### config.mk
export PLATFORM = sky130hd
export DESIGN_NAME = spi_mode0_sample_decoder_top
export DESIGN_NICKNAME = d
export VERILOG_FILES = /design/src/hdl/spidec_pkg.sv /design/src/hdl/spidec_decode.sv /design/src/hdl/spidec_res_queue.sv /design/src/hdl/spi_mode0_sample_decoder_top.sv
export SDC_FILE = /design/constraint.sdc
export NUM_CORES = 1
export LEC_CHECK = 0
export ABC_AREA = 1
export ABC_CLOCK_PERIOD_IN_PS = 7800
export BUFFER_PORTS_ARGS = -buffer_cell sky130_fd_sc_hd__buf_2
export CELL_PAD_IN_SITES_DETAIL_PLACEMENT = 2
export CELL_PAD_IN_SITES_GLOBAL_PLACEMENT = 2
export CORE_MARGIN = 2
export CORE_UTILIZATION = 28
export DETAILED_ROUTE_END_ITERATION = 12
export PLACE_DENSITY = 0.61
export SLEW_MARGIN = 20
export SYNTH_ARGS = -nofsm -noshare
export SYNTH_HDL_FRONTEND = slang
export SYNTH_HIERARCHICAL = 1
export SYNTH_SLANG_ARGS = --single-unit
### constraint.sdc
create_clock -name i_clk -period 7.8 [get_ports i_clk]
set_input_delay 2.34 -clock i_clk [delete_from_list [all_inputs] [get_ports i_clk]]
set_output_delay 2.34 -clock i_clk [all_outputs]
set_load 0.02 [all_outputs]
### src/hdl/spidec_pkg.sv
package spidec_pkg;

    localparam int SAMPLE_INDEX_BITS_DEF = 48;
    localparam int COUNT_BITS_DEF        = 32;
    localparam int BYTE_BITS             = 8;
    localparam int RES_DEPTH             = 4;

    typedef enum logic [1:0] {
        KIND_BIT  = 2'd0,
        KIND_BYTE = 2'd1,
        KIND_END  = 2'd2
    } t_kind;

    // Push flags for the results that one decoded item hands to the result queue.
    typedef struct packed {
        logic push0;
        logic push1;
    } t_push;

endpackage

### src/hdl/spidec_decode.sv
module spidec_decode
    import spidec_pkg::*;
#(
    parameter int SAMPLE_INDEX_BITS = SAMPLE_INDEX_BITS_DEF,
    parameter int COUNT_BITS        = COUNT_BITS_DEF,
    parameter int RES_W             = 2 + 2 * SAMPLE_INDEX_BITS + 2 * BYTE_BITS + COUNT_BITS + 1
) (
    input  logic                         i_clk,
    input  logic                         i_rst_n,
    input  logic                         i_valid,
    output logic                         o_ready,
    input  logic                         i_clk_level,
    input  logic                         i_mosi_level,
    input  logic                         i_miso_level,
    input  logic                         i_select_n,
    input  logic [SAMPLE_INDEX_BITS-1:0] i_sample_number,
    input  logic                         i_room,
    output t_push                        o_push,
    output logic [RES_W-1:0]             o_res0,
    output logic [RES_W-1:0]             o_res1
);

    localparam int BIT_CNT_W = $clog2(BYTE_BITS);

    // Input register.
    logic                         r_in_valid;
    logic                         r_clk_lv;
    logic                         r_mosi_lv;
    logic                         r_miso_lv;
    logic                         r_sel_n;
    logic [SAMPLE_INDEX_BITS-1:0] r_now;

    // Decoder state.
    logic                         r_seen_first, n_seen_first;
    logic                         r_prev_clock, n_prev_clock;
    logic                         r_prev_select, n_prev_select;
    logic [BYTE_BITS-1:0]         r_mosi_shift, n_mosi_shift;
    logic [BYTE_BITS-1:0]         r_miso_shift, n_miso_shift;
    logic [BIT_CNT_W-1:0]         r_bits_held, n_bits_held;
    logic [SAMPLE_INDEX_BITS-1:0] r_byte_begin, n_byte_begin;
    logic [SAMPLE_INDEX_BITS-1:0] r_xfer_begin, n_xfer_begin;
    logic                         r_xfer_open, n_xfer_open;
    logic [COUNT_BITS-1:0]        r_xfer_count, n_xfer_count;

    logic                         fire;
    logic                         sel_fall;
    logic                         sel_rise;
    logic                         clk_rise;
    logic                         byte_done;
    logic                         end_res;
    logic [SAMPLE_INDEX_BITS-1:0] bit_span_lo;
    logic [SAMPLE_INDEX_BITS-1:0] byte_span_lo;
    logic [BYTE_BITS-1:0]         mosi_acc;
    logic [BYTE_BITS-1:0]         miso_acc;
    logic [BYTE_BITS-1:0]         mosi_bit;
    logic [BYTE_BITS-1:0]         miso_bit;
    logic                         open_eff;
    logic [COUNT_BITS-1:0]        count_eff;

    assign fire    = r_in_valid & i_room;
    assign o_ready = ~r_in_valid | i_room;

    always_ff @(posedge i_clk) begin
        if (!i_rst_n) begin
            r_in_valid <= 1'b0;
        end else if (o_ready) begin
            r_in_valid <= i_valid;
        end
    end

    always_ff @(posedge i_clk) begin
        if (o_ready && i_valid) begin
            r_clk_lv  <= i_clk_level;
            r_mosi_lv <= i_mosi_level;
            r_miso_lv <= i_miso_level;
            r_sel_n   <= i_select_n;
            r_now     <= i_sample_number;
        end
    end

    // Edge detection against the previous sample.
    assign sel_fall     = ~r_sel_n & r_prev_select;
    assign sel_rise     = r_sel_n & ~r_prev_select;
    assign clk_rise     = r_clk_lv & ~r_prev_clock & ~r_sel_n;
    assign byte_done    = r_bits_held == BIT_CNT_W'(BYTE_BITS - 1);
    assign bit_span_lo  = r_now - SAMPLE_INDEX_BITS'(1);
    assign byte_span_lo = (r_bits_held == '0) ? bit_span_lo : r_byte_begin;
    assign mosi_acc     = {r_mosi_shift[BYTE_BITS-2:0], r_mosi_lv};
    assign miso_acc     = {r_miso_shift[BYTE_BITS-2:0], r_miso_lv};
    assign mosi_bit     = {{(BYTE_BITS-1){1'b0}}, r_mosi_lv};
    assign miso_bit     = {{(BYTE_BITS-1){1'b0}}, r_miso_lv};
    // A falling select opens the transfer before the bit on the same sample counts.
    assign open_eff     = sel_fall | r_xfer_open;
    assign count_eff    = sel_fall ? '0 : r_xfer_count;
    assign end_res      = sel_rise & r_xfer_open & (r_xfer_count != '0);

    always_comb begin
        n_seen_first  = r_seen_first;
        n_prev_clock  = r_prev_clock;
        n_prev_select = r_prev_select;
        n_mosi_shift  = r_mosi_shift;
        n_miso_shift  = r_miso_shift;
        n_bits_held   = r_bits_held;
        n_byte_begin  = r_byte_begin;
        n_xfer_begin  = r_xfer_begin;
        n_xfer_open   = r_xfer_open;
        n_xfer_count  = r_xfer_count;
        if (fire) begin
            n_prev_clock  = r_clk_lv;
            n_prev_select = r_sel_n;
            if (!r_seen_first) begin
                n_seen_first = 1'b1;
                if (!r_sel_n && !r_xfer_open) begin
                    n_xfer_begin = r_now;
                    n_xfer_count = '0;
                    n_xfer_open  = 1'b1;
                end
            end else begin
                if (sel_fall) begin
                    n_xfer_begin = r_now;
                    n_xfer_count = '0;
                    n_xfer_open  = 1'b1;
                end
                if (sel_rise) begin
                    n_xfer_open  = 1'b0;
                    n_xfer_count = '0;
                    n_bits_held  = '0;
                    n_mosi_shift = '0;
                    n_miso_shift = '0;
                end
                if (clk_rise) begin
                    n_byte_begin = byte_span_lo;
                    if (byte_done) begin
                        n_mosi_shift = '0;
                        n_miso_shift = '0;
                        n_bits_held  = '0;
                        if (open_eff && count_eff != {COUNT_BITS{1'b1}}) begin
                            n_xfer_count = count_eff + COUNT_BITS'(1);
                        end
                    end else begin
                        n_mosi_shift = mosi_acc;
                        n_miso_shift = miso_acc;
                        n_bits_held  = r_bits_held + BIT_CNT_W'(1);
                    end
                end
            end
        end
    end

    always_ff @(posedge i_clk) begin
        if (!i_rst_n) begin
            r_seen_first  <= 1'b0;
            r_prev_clock  <= 1'b0;
            r_prev_select <= 1'b0;
            r_mosi_shift  <= '0;
            r_miso_shift  <= '0;
            r_bits_held   <= '0;
            r_byte_begin  <= '0;
            r_xfer_begin  <= '0;
            r_xfer_open   <= 1'b0;
            r_xfer_count  <= '0;
        end else begin
            r_seen_first  <= n_seen_first;
            r_prev_clock  <= n_prev_clock;
            r_prev_select <= n_prev_select;
            r_mosi_shift  <= n_mosi_shift;
            r_miso_shift  <= n_miso_shift;
            r_bits_held   <= n_bits_held;
            r_byte_begin  <= n_byte_begin;
            r_xfer_begin  <= n_xfer_begin;
            r_xfer_open   <= n_xfer_open;
            r_xfer_count  <= n_xfer_count;
        end
    end

    // Rising select and a counted clock edge never share a sample, so at most
    // two results come out: the end of a transfer, or a bit and maybe its byte.
    always_comb begin
        o_push.push0 = fire & r_seen_first & (end_res | clk_rise);
        o_push.push1 = fire & r_seen_first & clk_rise & byte_done;
        if (end_res) begin
            o_res0 = {KIND_END, r_xfer_begin, r_now, {BYTE_BITS{1'b0}},
                      {BYTE_BITS{1'b0}}, r_xfer_count, 1'b1};
        end else begin
            o_res0 = {KIND_BIT, bit_span_lo, r_now, mosi_bit, miso_bit,
                      {COUNT_BITS{1'b0}}, ~byte_done};
        end
        o_res1 = {KIND_BYTE, byte_span_lo, r_now, mosi_acc, miso_acc,
                  {COUNT_BITS{1'b0}}, 1'b1};
    end

    a_byte_needs_bit: assert property (@(posedge i_clk) disable iff (!i_rst_n)
        o_push.push1 |-> o_push.push0)
        else $error("byte result without its bit result");

    a_first_silent: assert property (@(posedge i_clk) disable iff (!i_rst_n)
        !r_seen_first |-> !o_push.push0)
        else $error("result from the baseline sample");

endmodule

### src/hdl/spidec_res_queue.sv
module spidec_res_queue
    import spidec_pkg::*;
#(
    parameter int RES_W = 2 + 2 * SAMPLE_INDEX_BITS_DEF + 2 * BYTE_BITS + COUNT_BITS_DEF + 1
) (
    input  logic             i_clk,
    input  logic             i_rst_n,
    input  t_push            i_push,
    input  logic [RES_W-1:0] i_res0,
    input  logic [RES_W-1:0] i_res1,
    output logic             o_room,
    output logic             o_valid,
    input  logic             i_ready,
    output logic [RES_W-1:0] o_res
);

    localparam int PTR_W = $clog2(RES_DEPTH);
    localparam int CNT_W = $clog2(RES_DEPTH + 1);

    logic [RES_W-1:0] r_mem [RES_DEPTH];
    logic [PTR_W-1:0] r_wr_ptr, n_wr_ptr;
    logic [PTR_W-1:0] r_rd_ptr, n_rd_ptr;
    logic [CNT_W-1:0] r_count, n_count;
    logic             pop;
    logic [PTR_W-1:0] wr_ptr1;

    // Room for two results is checked before the item is decoded.
    assign o_room  = r_count <= CNT_W'(RES_DEPTH - 2);
    assign o_valid = r_count != '0;
    assign o_res   = r_mem[r_rd_ptr];
    assign pop     = o_valid & i_ready;
    assign wr_ptr1 = r_wr_ptr + PTR_W'(1);

    always_comb begin
        n_wr_ptr = r_wr_ptr + PTR_W'(i_push.push0) + PTR_W'(i_push.push1);
        n_rd_ptr = r_rd_ptr + PTR_W'(pop);
        n_count  = r_count + CNT_W'(i_push.push0) + CNT_W'(i_push.push1) - CNT_W'(pop);
    end

    always_ff @(posedge i_clk) begin
        if (!i_rst_n) begin
            r_wr_ptr <= '0;
            r_rd_ptr <= '0;
            r_count  <= '0;
        end else begin
            r_wr_ptr <= n_wr_ptr;
            r_rd_ptr <= n_rd_ptr;
            r_count  <= n_count;
        end
    end

    always_ff @(posedge i_clk) begin
        if (i_push.push0) begin
            r_mem[r_wr_ptr] <= i_res0;
        end
        if (i_push.push1) begin
            r_mem[wr_ptr1] <= i_res1;
        end
    end

    a_count_bound: assert property (@(posedge i_clk) disable iff (!i_rst_n)
        r_count <= CNT_W'(RES_DEPTH))
        else $error("result queue overfilled");

    a_push_room: assert property (@(posedge i_clk) disable iff (!i_rst_n)
        i_push.push0 |-> o_room)
        else $error("result pushed without room");

    a_pop_moves: assert property (@(posedge i_clk) disable iff (!i_rst_n)
        pop && !i_push.push0 |=> r_count == $past(r_count) - CNT_W'(1))
        else $error("pop did not drain the queue");

endmodule

### src/hdl/spi_mode0_sample_decoder_top.sv
// SPI mode 0 sample decoder. Each input item is one logic-analyzer sample
// (clock, MOSI, MISO, active-low select, sample number); each output item is
// a decoded bit, an assembled byte (MSB first), or the end of a transfer with
// its span and saturating byte count, and the last flag marks the final result
// of a sample. Samples are registered, decoded in one pass into a four-deep
// result queue and taken one per clock while it has room for two results. A
// sample completing a byte yields two results; the output drains one per clock
// while i_ready is high, so such samples run at the output rate. The first
// sample after reset sets baseline levels, opening a transfer if select is low.
module spi_mode0_sample_decoder_top
    import spidec_pkg::*;
#(
    parameter int SAMPLE_INDEX_BITS = SAMPLE_INDEX_BITS_DEF,
    parameter int COUNT_BITS        = COUNT_BITS_DEF
) (
    input  logic                         i_clk,
    input  logic                         i_rst_n,
    input  logic                         i_valid,
    output logic                         o_ready,
    input  logic                         i_clk_level,
    input  logic                         i_mosi_level,
    input  logic                         i_miso_level,
    input  logic                         i_select_n,
    input  logic [SAMPLE_INDEX_BITS-1:0] i_sample_number,
    output logic                         o_valid,
    input  logic                         i_ready,
    output logic [1:0]                   o_kind,
    output logic [SAMPLE_INDEX_BITS-1:0] o_span_start,
    output logic [SAMPLE_INDEX_BITS-1:0] o_span_end,
    output logic [BYTE_BITS-1:0]         o_mosi_value,
    output logic [BYTE_BITS-1:0]         o_miso_value,
    output logic [COUNT_BITS-1:0]        o_transfer_bytes,
    output logic                         o_last
);

    localparam int RES_W = 2 + 2 * SAMPLE_INDEX_BITS + 2 * BYTE_BITS + COUNT_BITS + 1;

    t_push            push;
    logic             room;
    logic [RES_W-1:0] res0;
    logic [RES_W-1:0] res1;
    logic [RES_W-1:0] res_out;

    spidec_decode #(
        .SAMPLE_INDEX_BITS (SAMPLE_INDEX_BITS),
        .COUNT_BITS        (COUNT_BITS),
        .RES_W             (RES_W)
    ) u_decode (
        .i_clk           (i_clk),
        .i_rst_n         (i_rst_n),
        .i_valid         (i_valid),
        .o_ready         (o_ready),
        .i_clk_level     (i_clk_level),
        .i_mosi_level    (i_mosi_level),
        .i_miso_level    (i_miso_level),
        .i_select_n      (i_select_n),
        .i_sample_number (i_sample_number),
        .i_room          (room),
        .o_push          (push),
        .o_res0          (res0),
        .o_res1          (res1)
    );

    spidec_res_queue #(
        .RES_W (RES_W)
    ) u_res_queue (
        .i_clk   (i_clk),
        .i_rst_n (i_rst_n),
        .i_push  (push),
        .i_res0  (res0),
        .i_res1  (res1),
        .o_room  (room),
        .o_valid (o_valid),
        .i_ready (i_ready),
        .o_res   (res_out)
    );

    assign {o_kind, o_span_start, o_span_end, o_mosi_value, o_miso_value,
            o_transfer_bytes, o_last} = res_out;

endmodule

== Yosys cells after proc, flatten, opt, wreduce, memory -nomap -nowiden ==
Memory sizes are Yosys's and may differ from the RTL's. A register that Yosys moved wholly into a read port is not among the register bits.
Cells that the tools add are included.

* Bits in registers: 209
* Output and inout bits: 149
* Memories: 1
* RAM bits: 588

* Equality and inequality tests: 4
* Reductions and logical operators: 15
* Magnitude comparators: 1
* Add/sub/neg operators: 10
* Bitwise logic cells: 20
* Muxes and demuxes: 29

{| class="wikitable"
|+ Memory list
! name !! words !! width !! read ports !! clocked after memory_dff !! write ports !! RTL line !! source
|-
| u_res_queue.r_mem || 4 || 147 || 1 || 1 || 2 || spidec_res_queue.sv:20 || <nowiki>logic [RES_W-1:0] r_mem [RES_DEPTH];</nowiki>
|}

{| class="wikitable"
|+ Operators with widths
! kind !! number
|-
| 32-bit 2-to-1 mux || 7
|-
| 48-bit 2-to-1 mux || 4
|-
| 147-bit 2-to-1 mux || 1
|-
| 48-bit by 1-bit subtractor with 48-bit output, second input constant || 1
|-
| 7-bit 2-to-1 mux || 5
|-
| 32-bit by 1-bit adder with 32-bit output, second input constant || 1
|-
| 32-bit != test, second input constant || 1
|-
| 32-bit nonzero test || 1
|-
| 1-bit AND || 12
|-
| 3-bit AND reduction || 4
|-
| 3-bit 2-to-1 mux || 3
|-
| 1-bit 2-to-1 mux || 8
|-
| 2-bit by 1-bit adder with 2-bit output || 3
|-
| 3-bit by 1-bit adder with 3-bit output || 2
|-
| 1-bit inverter || 5
|-
| 2-bit nonzero test || 2
|-
| 3-bit by 1-bit adder with 3-bit output, second input constant || 1
|-
| 3-bit == test, second input constant || 1
|-
| 3-bit by 2-bit less-or-equal comparator with 1-bit output, second input constant || 1
|-
| 1-bit logical AND || 3
|-
| 3-bit zero test || 1
|-
| 3-bit != test, second input constant || 1
|-
| 1-bit bitwise OR || 3
|-
| 3-bit nonzero test || 1
|-
| 6 further kinds || 7
|}

== Depth between registers and ports, before layout ==
Gate-level depths: netlist of the first run.

* Depth in word-level cells: 9
* Mapped depth: 19
* Gate-level depth less buffers: 18

== Cells and area by module ==
The synthesis of the first run kept the hierarchy.

{| class="wikitable"
|+ Modules (own cells, without submodules)
! module !! instances !! cells each !! area each (um^2)
|-
| spidec_res_queue || 1 || 4340 || 33611.0
|-
| spidec_decode || 1 || 1762 || 12151.7
|}

== Least setup slack after synthesis of the first run ==
Ideal clock, no wire load.

* Kind: flip-flop to flip-flop
* From: register u_res_queue.r_count[1]
* To: memory u_res_queue/r_mem[1][0] (netlist bit), enable pin
* Cell stages (with the launch flop): 16
* Buffers on the path: 4
* Setup slack: 1.604 ns
* Arrival time: 5.684 ns
* Clock period less this slack: 6.196 ns
* Data required time: 7.288 ns
* Library setup time: 0.512 ns
* Cell sequence: dfxtp_1 inv_1 ha_1 o21bai_1 nand2_1 nor2_2 inv_2 nor2_4 inv_1 clkbuf_1 nor2_1 buf_2 nand2_1 buf_2 buf_2 nand2_1

{| class="wikitable"
|+ RTL lines
! what !! RTL line !! source
|-
| from (decl) || spidec_res_queue.sv:23 || <nowiki>logic [CNT_W-1:0] r_count, n_count;</nowiki>
|-
| from (signal assigned) || spidec_res_queue.sv:48 || <nowiki>r_count <= n_count;</nowiki>
|-
| to (decl) || spidec_res_queue.sv:20 ||
|}

==> results of run 1 <==
area by class of cell:
| class | instances | area (µm²) |
|---|---|---|
| inverter | 919 | 3480 |
| fill | 19100 | 111000 |
| multi-input combinational | 3943 | 17800 |
| clock buffer | 144 | 2890 |
| antenna | 4 | 10.0 |
| sequential | 797 | 22400 |
| tap | 2175 | 2720 |
| timing repair buffer | 284 | 1770 |
| clock inverter | 48 | 343 |
worst max path at each step:
stage	start	to	slack (ps)
4_1_cts	u_res_queue/r_count[1]	u_res_queue/r_mem[2][44]	1610
6_report	u_res_queue/r_count[1]	u_res_queue/r_mem[2][44]	1770
2_1_floorplan	u_res_queue/r_count[1]	u_res_queue/r_mem[1][0]	1600
3_3_place_gp	u_res_queue/r_count[1]	u_res_queue/r_mem[3][69]	1710
3_5_place_dp	u_res_queue/r_count[1]	u_res_queue/r_mem[2][46]	1680
5_1_grt	u_res_queue/r_count[1]	u_res_queue/r_mem[2][44]	1310
per-layer routing:
layer | wire length (µm) | vias to the layer above | track usage (%)
li1 | - | 19200 | -
met1 | 89500 | 21000 | 30.6
met2 | 85700 | 689 | 36.2
met3 | 6820 | 197 | 2.50
met4 | 3940 | 0 | 5.54
met5 | 0 | - | 0
cell usage in the layout, fill, tap and decap left out, types with 137 or more instances in the layout:
| cell | synthesis | final |
|---|---|---|
| nor2_1 | 214 | 211 |
| dfxtp_1 | 157 | 153 |
| edfxtp_1 | 640 | 640 |
| inv_1 | 908 | 906 |
| buf_2 | 163 | 204 |
| nand3_1 | 536 | 532 |
| a21oi_1 | 138 | 137 |
| o21ai_0 | 183 | 183 |
| nand4_1 | 314 | 314 |
| nand2_1 | 2214 | 2209 |
where the power goes:
group / switching [W] / internal, W
Clock: 0.00199 / 0.00269
Combinational: 0.00250 / 0.000825
Sequential: 0.000201 / 0.00473
state kept, by name, indices dropped and copies added (netlist names):
| register | flops |
|---|---|
| u_decode/r_clk_lv | 1 |
| u_decode/r_prev_clock | 1 |
| u_decode/r_sel_n | 1 |
| u_decode/r_seen_first | 1 |
| u_decode/r_in_valid | 1 |
| u_res_queue/r_rd_ptr | 2 |
| u_decode/r_miso_shift | 7 |
| u_decode/r_byte_begin | 48 |
| u_res_queue/r_mem | 588 |
| u_decode/r_mosi_shift | 7 |
| u_decode/r_now | 48 |
| u_decode/r_xfer_count | 32 |
| u_decode/r_mosi_lv | 1 |
| u_decode/r_miso_lv | 1 |
| u_decode/r_xfer_open | 1 |
| u_res_queue/r_count | 3 |
| u_decode/r_bits_held | 3 |
| u_decode/r_xfer_begin | 48 |
| u_decode/r_prev_select | 1 |
| u_res_queue/r_wr_ptr | 2 |
through the flow:
stage	setup WS [ps]	utilization, %	instances	total power [W]	cell area, µm²
after floorplan	1600	-	6150	0.00701	45900
after global placement	1710	29.6	8117	0.00832	48100
after detailed placement	1680	29.6	8117	0.00840	48100
after CTS	1610	31.5	8309	0.0132	51300
after global routing	1310	31.6	8310	0.0136	51300
final	1770	31.6	8314	0.0129	51300
critical path: cells and delay by family, from the launching register on:
kind | cells | cell delay [ps]
AND/OR/NAND/NOR | 6 | 3200
buffers and inverters | 5 | 1700
flip-flops | 1 | 330
AO/OA/AOI/OAI | 1 | 140
adder cells (fa/ha/maj) | 1 | 180
cell families (layout without fill, tap and decap cells):
group,after synthesis,count (layout),share of synthesized area (%)
adders and majority gates,11,11,0.350
and+or+nand+nor,3361,3361,31.5
other,2,54,0.0164
xor gates and xnor gates,59,59,1.13
DFF,797,797,48.9
buffers and inverters,1410,1395,13.0
AOI/OAI and AO/OA,462,462,5.16
==> results, run 1 <==
- The run finished with clean final reports.
- Headroom to the max-slew limit came out at 23.3%.
- Routability-driven placement finished with a final weighted congestion of 0.794.
- The horizontal extent of the die is 408 µm.
- Dividing the synthesized area by the synthesized cell count gives 7.50 µm².
- For hold timing, the worst endpoint is u_decode/r_byte_begin[1].
- STA puts the critical path data arrival time at 6350 ps.
- The share of flip-flops with an asynchronous set or reset is 0%.
- For this run, design rule violations remaining after detail routing come to 0.
- Once detailed placement completed, the half-perimeter wirelength came to 111000 µm.
- The depth of the most critical reg-to-reg path is 13.
- CTS saw 797 sinks.
- The sequential-to-total area share from yosys stat is 48.9%.
- The number of DRC violations after detailed-routing iteration 0 is 1983.
- Max-cap violations in this run came to 0.
- In the synthesized netlist, the number of instances is 6102.
- The critical path is of the flop to flop type.
- The worst reg2reg path endpoint is u_res_queue/r_mem[2][44].
- The largest single stage delay on the critical path is 1080 ps.
- The largest vdd supply drop is 0.189 mV.
- In this run the worst hold path is classified as flop to flop.
- The number of buffers created by CTS is 103.
- Ranked by instance count, the synthesized netlist is headed by 2214 x nand2_1, 908 x inv_1, 640 x edfxtp_1, 536 x nand3_1, 314 x nand4_1.
- Entering global routing, the biggest net connects 209 pins.
- The share of layout cells above drive strength 1 is 8.56%.
- The initial antenna violation count is 6.
- The clock tree synthesis step divided the H-tree into 3 levels.
- The count of vias placed by the detailed router is 41200.
- The number of flops mapped to enable cells by yosys is 640.
- In the finished design, the share of the clock period the worst path needs comes to 77.3%.
- Buffers placed on the I/O ports in this run total 204.
- The number of nets in the final layout is 6115.
- The maximum net fanout on the critical path is 51.
- The post-detailed-route count of antenna-violating nets is 0.
- The number of cells upsized or downsized after cts is 0.
- TritonCTS built the clock tree.
- Subtracting the final worst setup slack from the clock period gives 6030 ps.
- The leading area contributor after synthesis is edfxtp_1.
- The final number of setup-violating endpoints is 0.
- The initial utilization of the core area, before any placement, comes to 28.1%.
- The first global-routing pass estimated 280000 µm of wire.
- For flop-to-flop paths, the worst setup slack is 1770 ps.
- The type of element capturing the critical path is a flop.
- Counting instances, the worst hold path has a depth of 2.
- Summed over all failing endpoints, the final setup total negative slack is 0 ps.
- The worst reg2reg path startpoint is u_res_queue/r_count[1].
- Global routing used 22.0% of the available tracks.
- The nature of the critical path startpoint is a flop.
- The via count of the first global-routing pass is 43800.
- The count of state elements after synthesis is 797.
- The area added between synthesis and finish is 12.2%.
- The startpoint of the lowest-slack hold path is u_decode/r_byte_begin[1].
- Setup repair after global routing left no endpoint under its margin.
- The maximum clock path buffer count is 3.
- The clock transition time at the flip-flop clock pins of the worst setup and hold paths is 60 ps.
- Once the clock tree was built, the setup fixing pass inserted 0 buffers.
- The worst slack on hold paths is 474 ps.
- The most instantiated library cell after synthesis is nand2_1.
- In this run the clock root is driven by a clkbuf_16.
- The total power density per cell area is 252 nW/µm².
- The floorplan step defined a core boundary enclosing 163000 µm².
- The floorplan die area is 167000 µm².
- Using the TritonRoute via totals, the vias-per-cell ratio works out to 4.95.
- The routed length per placed instance is 22.4 µm.
- Before antenna repair, the detailed router went through 5 iterations.
- For this run, the number of Yosys warnings is 6.
- The aggregate routed wire length is 186000 µm.
- The final number of hold-violating endpoints was 0.
- The clock reaches the later pin of the worst-skew pair after 720 ps.
- By area the synthesized netlist is led by edfxtp_1 42%, nand2_1 18%, inv_1 7.4%.
- After synthesis, the netlist uses 42 different library cells.
- The number of slew-limit violations in the final report came to 0.
- The netlist area before placement is 45800 µm².
- For the pin with the worst max-slew slack, the measured transition is 1150 ps.
- The die is 408 µm tall.
- The clock arrives with 39.5 ps of skew.
- Pin placement for this block handled 205 I/O pins.
- The area fraction of the dominant cell type after synthesis is 42.0%.
- The number of core rows is 148.
- Static timing analysis puts the maximum clock frequency at 0.166 GHz.
- In the synthesized netlist the dominant register cell turns out to be edfxtp_1.
- Walking the worst path, the cells encountered are inv_1, ha_1, o21bai_1, nand2_1, nor2_2, buf_4, inv_2, nor2_4, inv_1, nor2_4, nand3_4, nand2_4, buf_4.
- Buffers inserted to repair hold after CTS numbered 0.
- After global routing the overflow that remains totals 0.
- Data on the critical path is required at its endpoint by 8130 ps.
- The library cell contributing the largest single delay on the critical path is nand2_4.
- The leakage power figure is 23.2 nW.
No activity file was read; power rests on OpenSTA's default activity.
==> run 2, diff against run 1 <==
- ABC_CLOCK_PERIOD_IN_PS: 7800 -> 5200
- PLACE_DENSITY: 0.61 -> 0.63
- clock period: 7.8 -> 5.2 ns (I/O delays scaled with it)
==> run 2 against run 1 <==
  * Sequential power up 50%
  * Clock skew down 19 ps
  * Clock power up 46%
  * Register-to-register slack worse by 370 ps
  * Wire length up 0.90%
  * Largest power group unchanged
==> results, run 2 (synthesized netlist as in run 1, its figures left out) <==
- The flow ran to the end, and the final reports show no timing, DRC or antenna violations.
- The global-route total usage across every layer came to 22.3% (+0.36 points).
- The final number of hold-violating endpoints is 0 (unchanged).
- The part of the total power dissipated in sequential elements is 38.4% (+0.3 points).
- The number of DRC violations after detailed-routing iteration 0 is 2246 (+13%).
- The number of core rows is 148 (unchanged).
- The routed length per placed instance is 22.6 µm (+0.90%).
- The number of nets in the final layout is 6116 (+0.016%).
- The clock tree from TritonCTS is built.
- The leakage power figure was 23.2 nW (about the same).
- Static timing analysis puts the maximum clock frequency at 0.224 GHz.
- The horizontal extent of the die is 408 µm (unchanged).
- Traced cell by cell, the critical path runs through inv_6, buf_4, nand3_1, nand2_1, buf_2.
- The worst setup path is of the flop to output pin kind.
- The routability congestion estimate from global placement is 0.795 (+0.10%).
- The clock share of power came to 35.4% (-0.8 points).
- The type of element capturing the critical path is an output pin.
- The H-tree depth reported by CTS was 3 (unchanged).
- The post-detailed-route count of antenna-violating nets is 0 (unchanged).
- The initial antenna violation count is 3 (-3).
- The data arrival at the endpoint of the critical path was 2900 ps (-3450 ps).
- The number of vias per cell is 4.99 (+0.69%).
- The setup clock skew after layout is 20.4 ps (-19.1 ps).
- The final HPWL from detailed placement came to 113000 µm (+1.7%).
- The floorplan die area is 167000 µm² (unchanged).
- The number of slew-limit violations in the final report is 0 (unchanged).
- The number of buffers created by CTS is 100 (-2.9%).
- The count of vias placed by the detailed router was 41500 (+0.69%).
- The slowest stage of the critical path is the buf_4 cell.
- The number of input and output port buffers inserted is 204 (unchanged).
- The number of cells upsized or downsized after cts was 0 (unchanged).
- The cell count along the critical path is 5 (-8).
- The number of standard cells in the final layout excluding fillers is 8314 (unchanged).
- The count of max-cap constraint violations is 0 (unchanged).
- The nature of the critical path startpoint is a flop.
- The number of hold buffers added after cts is 0 (unchanged).
- The net switching power is 0.00699 W (+49%).
- The detailed-route DRC error count is 0 (unchanged).
- The peak per-stage delay on the critical path is 620 ps (-460 ps).
- The number of buffers and inverters on the critical path is 3 (-2).
- The post-CTS setup buffer count came to 0 (unchanged).
- The total internal power is 0.0123 W (+49%).
- The combinational fraction of design power is 26.2% (+0.5 points).
- The maximum net fanout on the critical path is 57 (+12%).
- The root buffer cell is clkbuf_16.
- The final worst setup slack is 742 ps (-1030 ps).
- Setup repair after global routing left no endpoint under its margin.
- The effective utilization at floorplan is 28.1% (unchanged).
- The share of layout cells above drive strength 1 is 8.51% (-0.049 points).
- The worst slack on hold paths is 470 ps (-4.44 ps).
- The largest vdd supply drop was 0.349 mV (+85%).
- The switching portion of total power is 36.3% (+0.078 points).
- The top-level I/O count is 205 (unchanged).
- The sink count of the clock tree is 797 (unchanged).
- The final number of setup-violating endpoints was 0 (unchanged).
- The leading cell type in the layout, fill and taps excluded is nand2_1.
- The pin count of the biggest net entering global routing is 196 (-6.2%).
- The height of the die is 408 µm (unchanged).
- The number of flip-flops under the largest register name is 588 (unchanged).
- The total cell area at the placement stage is 48300 µm² (+0.42%).
- The maximum clock path buffer count came to 3 (unchanged).
- The overall overflow remaining after global route is 0 (unchanged).
- The area added between synthesis and finish is 12.3%.
- The register with the highest flop count is u_res_queue/r_mem.
- The global-route wire length before repair came to 287000 µm (+2.4%).
- The worst hold path stage count is 2 (unchanged).
- The clock transition time at the flip-flop clock pins of the worst setup and hold paths is 60 ps (about the same).
- Broken down by cell family, the worst path's largest delay share belongs to buffers and inverters.
- The depth of the most critical reg-to-reg path is 13 (unchanged).
- The post-route setup TNS was 0 ps (unchanged).
- The final critical path time including I/O delays and setup is 4460 ps.
- The post-place setup slack is 1440 ps (-237 ps).
- The final critical path takes up 85.7% of the cycle.
- The class of the tightest hold or removal check is flop to flop.
- The transition at the pin with the smallest max-transition slack is 1270 ps (+116 ps).
- The final design area excluding fillers is 51400 µm² (+0.13%).
- The worst-skew pair later-pin latency is 710 ps (about the same).
- The total power density per cell area is 374 nW/µm² (+49%).
- The floorplan core area is 163000 µm² (unchanged).
- The worst slew margin relative to its limit is 15.6% (-7.7 points).
- The via count of the first global-routing pass is 44700 (+2.2%).
- The top cell types in the final layout, fill and taps aside, are 2209 x nand2_1, 906 x inv_1, 640 x edfxtp_1.
- The setup slack on the worst flop-to-flop path is 1400 ps (-370 ps).
- The placed instance count came to 8122 (+0.062%).
- The number of iterations in the first detailed-routing pass was 5 (unchanged).
- The worst endpoint required time was 3640 ps (-4490 ps).
- The aggregate routed wire length is 188000 µm (+0.90%).
[run 2: through the flow]
step	power, W	util, %
4_1_cts	0.0196	31.6
5_1_grt	0.0203	31.6
3_3_place_gp	0.0125	29.7
2_1_floorplan	0.0105	-
6_report	0.0192	31.6
3_5_place_dp	0.0127	29.7
[run 2: area by class of cell]
class                   count  area, µm²
diodes                      4       10.0
clock buffers             147       2840
clock inverters            41        277
fillers                 19000     111000
inverters                 919       3470
multi-input cells        3943      17800
flip-flops and latches    797      22400
well taps                2175       2720
repair buffers            288       1920
[run 2: metal layers]
| metal | track usage [%] | up-vias | routed length, µm |
|---|---|---|---|
| met2 | 36.8 | 668 | 86700 |
| met4 | 4.67 | 0 | 3120 |
| met1 | 31.6 | 21400 | 91500 |
| met5 | 0 | - | 0 |
| met3 | 2.32 | 178 | 6270 |
| li1 | - | 19300 | - |
[run 2: path summary, 6_finish.rpt]
kind	from	endpoint
hold / removal	u_decode/r_byte_begin[2]	u_decode/r_byte_begin[2]
hold reg to reg	u_decode/r_byte_begin[2]	u_decode/r_byte_begin[2]
setup / recovery	u_res_queue/r_rd_ptr[1]	o_span_end[6]
setup reg to reg	u_res_queue/r_count[1]	u_res_queue/r_mem[1][91]
[run 2: power by group through the flow]
| stage | clock network (W) | logic (W) | registers [W] |
|---|---|---|---|
| after floorplan | 0 | 0.00318 | 0.00734 |
| after global placement | 0 | 0.00501 | 0.00751 |
| after detailed placement | 0 | 0.00513 | 0.00752 |
| after CTS | 0.00702 | 0.00516 | 0.00739 |
| after global routing | 0.00726 | 0.00560 | 0.00741 |
| final | 0.00681 | 0.00505 | 0.00739 |
[run 2: worst min-delay path, cell delays in order, from the launching register on]
cell	delay, ps
dfxtp_1	300
inv_1	60
a211oi_1	60
==> run 3, diff against run 2 <==
--- a/config.mk
+++ b/config.mk
@@ -12,7 +12,7 @@
 export CELL_PAD_IN_SITES_GLOBAL_PLACEMENT = 2
 export CORE_MARGIN = 2
-export CORE_UTILIZATION = 28
+export CORE_UTILIZATION = 33
 export DETAILED_ROUTE_END_ITERATION = 12
-export PLACE_DENSITY = 0.63
+export PLACE_DENSITY = 0.73
 export SLEW_MARGIN = 20
 export SYNTH_ARGS = -nofsm -noshare
==> constraint.sdc (replaced) <==
create_clock -name i_clk -period 5.2 [get_ports i_clk]
set_input_delay 1.04 -clock i_clk [delete_from_list [all_inputs] [get_ports i_clk]]
set_output_delay 1.04 -clock i_clk [all_outputs]
set_load 0.02 [all_outputs]
==> run 3 against run 2 <==
  * Global-route usage up 3.0 points
  * Critical path depth rose by 1
  * Clock-buffer cell count decreased by 5
  * Critical path type unchanged
==> results, run 3 (synthesized netlist as in run 1, its figures left out) <==
- The class of the tightest hold or removal check is primary input to flop.
- The setup slack on the worst flop-to-flop path is 1450 ps (+50 ps).
- The number of cells upsized or downsized after cts is 0 (unchanged).
- The maximum net fanout on the critical path is 89 (+56%).
- The post-detailed-route count of antenna-violating nets is 0 (unchanged).
- The number of DRC violations after detailed-routing iteration 0 came to 2588 (+15%).
- The data arrival at the endpoint of the critical path came to 2790 ps (-110 ps).
- The register with the highest flop count is u_res_queue/r_mem.
- The worst-skew pair later-pin latency is 750 ps (+40 ps).
- The routability congestion estimate from global placement is 0.815 (+2.6%).
- The sink count of the clock tree came to 797 (unchanged).
- The pin count of the biggest net entering global routing is 212 (+8.2%).
- The routed length per placed instance is 22.8 µm (+1.1%).
- The source of the critical timing path is u_res_queue/r_rd_ptr[0].
- The floorplan core area is 137000 µm² (-15%).
- In the layout the commonest cells are 2209 x nand2_1, 906 x inv_1, 640 x edfxtp_1.
- The root buffer cell is clkbuf_16.
- The H-tree depth reported by CTS is 3 (unchanged).
- The part of the total power dissipated in sequential elements is 37.9% (-0.5 points).
- The setup clock skew after layout is 55.9 ps (+35.5 ps).
- The final critical path time including I/O delays and setup is 3830 ps (-633 ps).
- The net switching power is 0.00716 W (+2.4%).
- The post-route setup TNS came to 0 ps (unchanged).
- The number of iterations in the first detailed-routing pass is 7 (+2).
- The clock share of power is 35.0% (-0.4 points).
- The worst slew margin relative to its limit came to 21.2% (+5.7 points).
- The endpoint identified for the worst register-to-register timing path is u_res_queue/r_mem[1][120].
- The type of element capturing the critical path is an output pin.
- The number of hold buffers added after cts is 0 (unchanged).
- The global-route total usage across every layer is 25.4% (+3.0 points).
- The number of vias per cell came to 5.26 (+5.5%).
- The share of layout cells above drive strength 1 was 8.38% (-0.13 points).
- The count of vias placed by the detailed router is 41700 (+0.62%).
- The maximum clock path buffer count is 3 (unchanged).
- The top routing layer in use is met4.
- The floorplan die area came to 142000 µm² (-15%).
- The detailed-route DRC error count is 0 (unchanged).
- TritonCTS built the clock tree.
- The count of max-cap constraint violations is 0 (unchanged).
- Relative to the synthesized area, the layout overhead comes to 11.1%.
- The number of nets in the final layout is 6114 (-0.033%).
- The global-route wire length before repair is 277000 µm (-3.4%).
- The number of input and output port buffers inserted came to 204 (unchanged).
- The number of buffers created by CTS is 101 (+1.0%).
- The number of slew-limit violations in the final report is 0 (unchanged).
- The worst reg2reg path startpoint is u_res_queue/r_count[1].
- The aggregate routed wire length is 181000 µm (-3.6%).
- The via count of the first global-routing pass was 45400 (+1.5%).
- The horizontal extent of the die came to 376 µm (-7.8%).
- The critical path ends at o_span_end[30].
- The final number of setup-violating endpoints was 0 (unchanged).
- The worst slack on hold paths is 458 ps (-11.7 ps).
- The run finished with clean final reports.
- The transition at the pin with the smallest max-transition slack is 1180 ps (-85.2 ps).
- The worst endpoint required time was 4160 ps (+520 ps).
- The initial antenna violation count is 1 (-2).
- The nature of the critical path startpoint is a flop.
- The height of the die came to 376 µm (-7.8%).
- The top-level I/O count is 205 (unchanged).
- The total power is 0.0194 W (+0.86%).
- The combinational fraction of design power is 27.2% (+1.0 points).
- The total internal power is 0.0123 W (about the same).
- The final HPWL from detailed placement is 107000 µm (-4.6%).
- By startpoint and endpoint, the worst setup path is classified as flop to output pin.
- The overall overflow remaining after global route came to 0 (unchanged).
- The post-CTS setup buffer count is 0 (unchanged).
- The total length of routed met2 wires is 86400 µm (-0.35%).
- The number of flip-flops under the largest register name was 588 (unchanged).
- Setup repair after global routing left no endpoint under its margin.
- The number of core rows was 136 (-8.1%).
- The highest clock rate is 0.261 GHz (+17%).
- The final number of hold-violating endpoints is 0 (unchanged).
- The switching portion of total power is 36.9% (+0.57 points).
- The largest vdd supply drop is 0.334 mV (-4.2%).
- The met1 wire length was 83800 µm (-8.3%).
- The share of the clock period used by the worst path is 73.6% (-12 points).
- The depth of the most critical reg-to-reg path is 13 (unchanged).
- The total power density per cell area came to 382 nW/µm² (+2.0%).
- The effective utilization at floorplan came to 33.3% (+5.1 points).
- Leaving out fill and tap cells, the most frequent cell in the layout is nand2_1.
- The routed length on met3 came to 6820 µm (+8.8%).
- The leakage power figure is 23.1 nW (-0.45%).
- The clock transition time at the flip-flop clock pins of the worst setup and hold paths is 60 ps (about the same).
## run 3: cell count changes in the layout (fill, tap and decap cells not counted), sizes merged
cell	previous run	this run
clkinv	31	41
clkbuf	147	142
buf	288	285
clkinvlp	5	2
diode	4	2
## run 3: layout make-up
cell class	count	area (µm²)
Clock inverter	48	345
Antenna cell	2	5.00
Multi-Input combinational cell	3943	17800
Clock buffer	142	2770
Tap cell	1794	2240
Fill cell	16000	86600
Timing Repair Buffer	285	1850
Sequential cell	797	22400
Inverter	919	3470
## run 3: power by group through the flow
| stage | clock [W] | sequential, W | combinational, W |
|---|---|---|---|
| after floorplan | 0 | 0.00734 | 0.00318 |
| after global placement | 0 | 0.00747 | 0.00515 |
| after detailed placement | 0 | 0.00748 | 0.00531 |
| after CTS | 0.00695 | 0.00735 | 0.00534 |
| after global routing | 0.00718 | 0.00737 | 0.00582 |
| final | 0.00678 | 0.00735 | 0.00527 |
## run 3: worst min path at each step
stage	cells after the start	end	start	slack, ps
3_5_place_dp	2	u_decode/r_byte_begin[2]	u_decode/r_byte_begin[2]	470
6_report	1	u_decode/r_now[38]	i_sample_number[38]	460
5_1_grt	1	u_decode/r_now[32]	i_sample_number[32]	430
2_1_floorplan	2	u_decode/r_byte_begin[2]	u_decode/r_byte_begin[2]	430
4_1_cts	1	u_decode/r_now[32]	i_sample_number[32]	400
3_3_place_gp	2	u_decode/r_byte_begin[2]	u_decode/r_byte_begin[2]	450
## run 3: through the flow
stage | instance area, µm² | worst slack, ps | std cells | util [%]
global route | 50800 | 1210 | 7928 | 37.0
global placement | 47700 | 1620 | 7738 | 34.7
detailed placement | 47700 | 1500 | 7738 | 34.7
floorplan | 46000 | 464 | 6150 | -
finish | 50800 | 1370 | 7930 | 37.0
CTS | 50800 | 1290 | 7928 | 37.0
## run 3: worst max-delay path, cell delays in order (launching register included)
cell,delay [ps]
dfxtp_4,410
inv_8,500
buf_12,460
nand2_1,140
nand3_1,170
nand2_1,100
buf_2,160
## run 3: routing by layer
layer  up-vias  GRT usage [%]
met2       814           43.2
li1      19300              -
met5         -              0
met1     21400           34.2
met4         0           6.94
met3       241           2.76
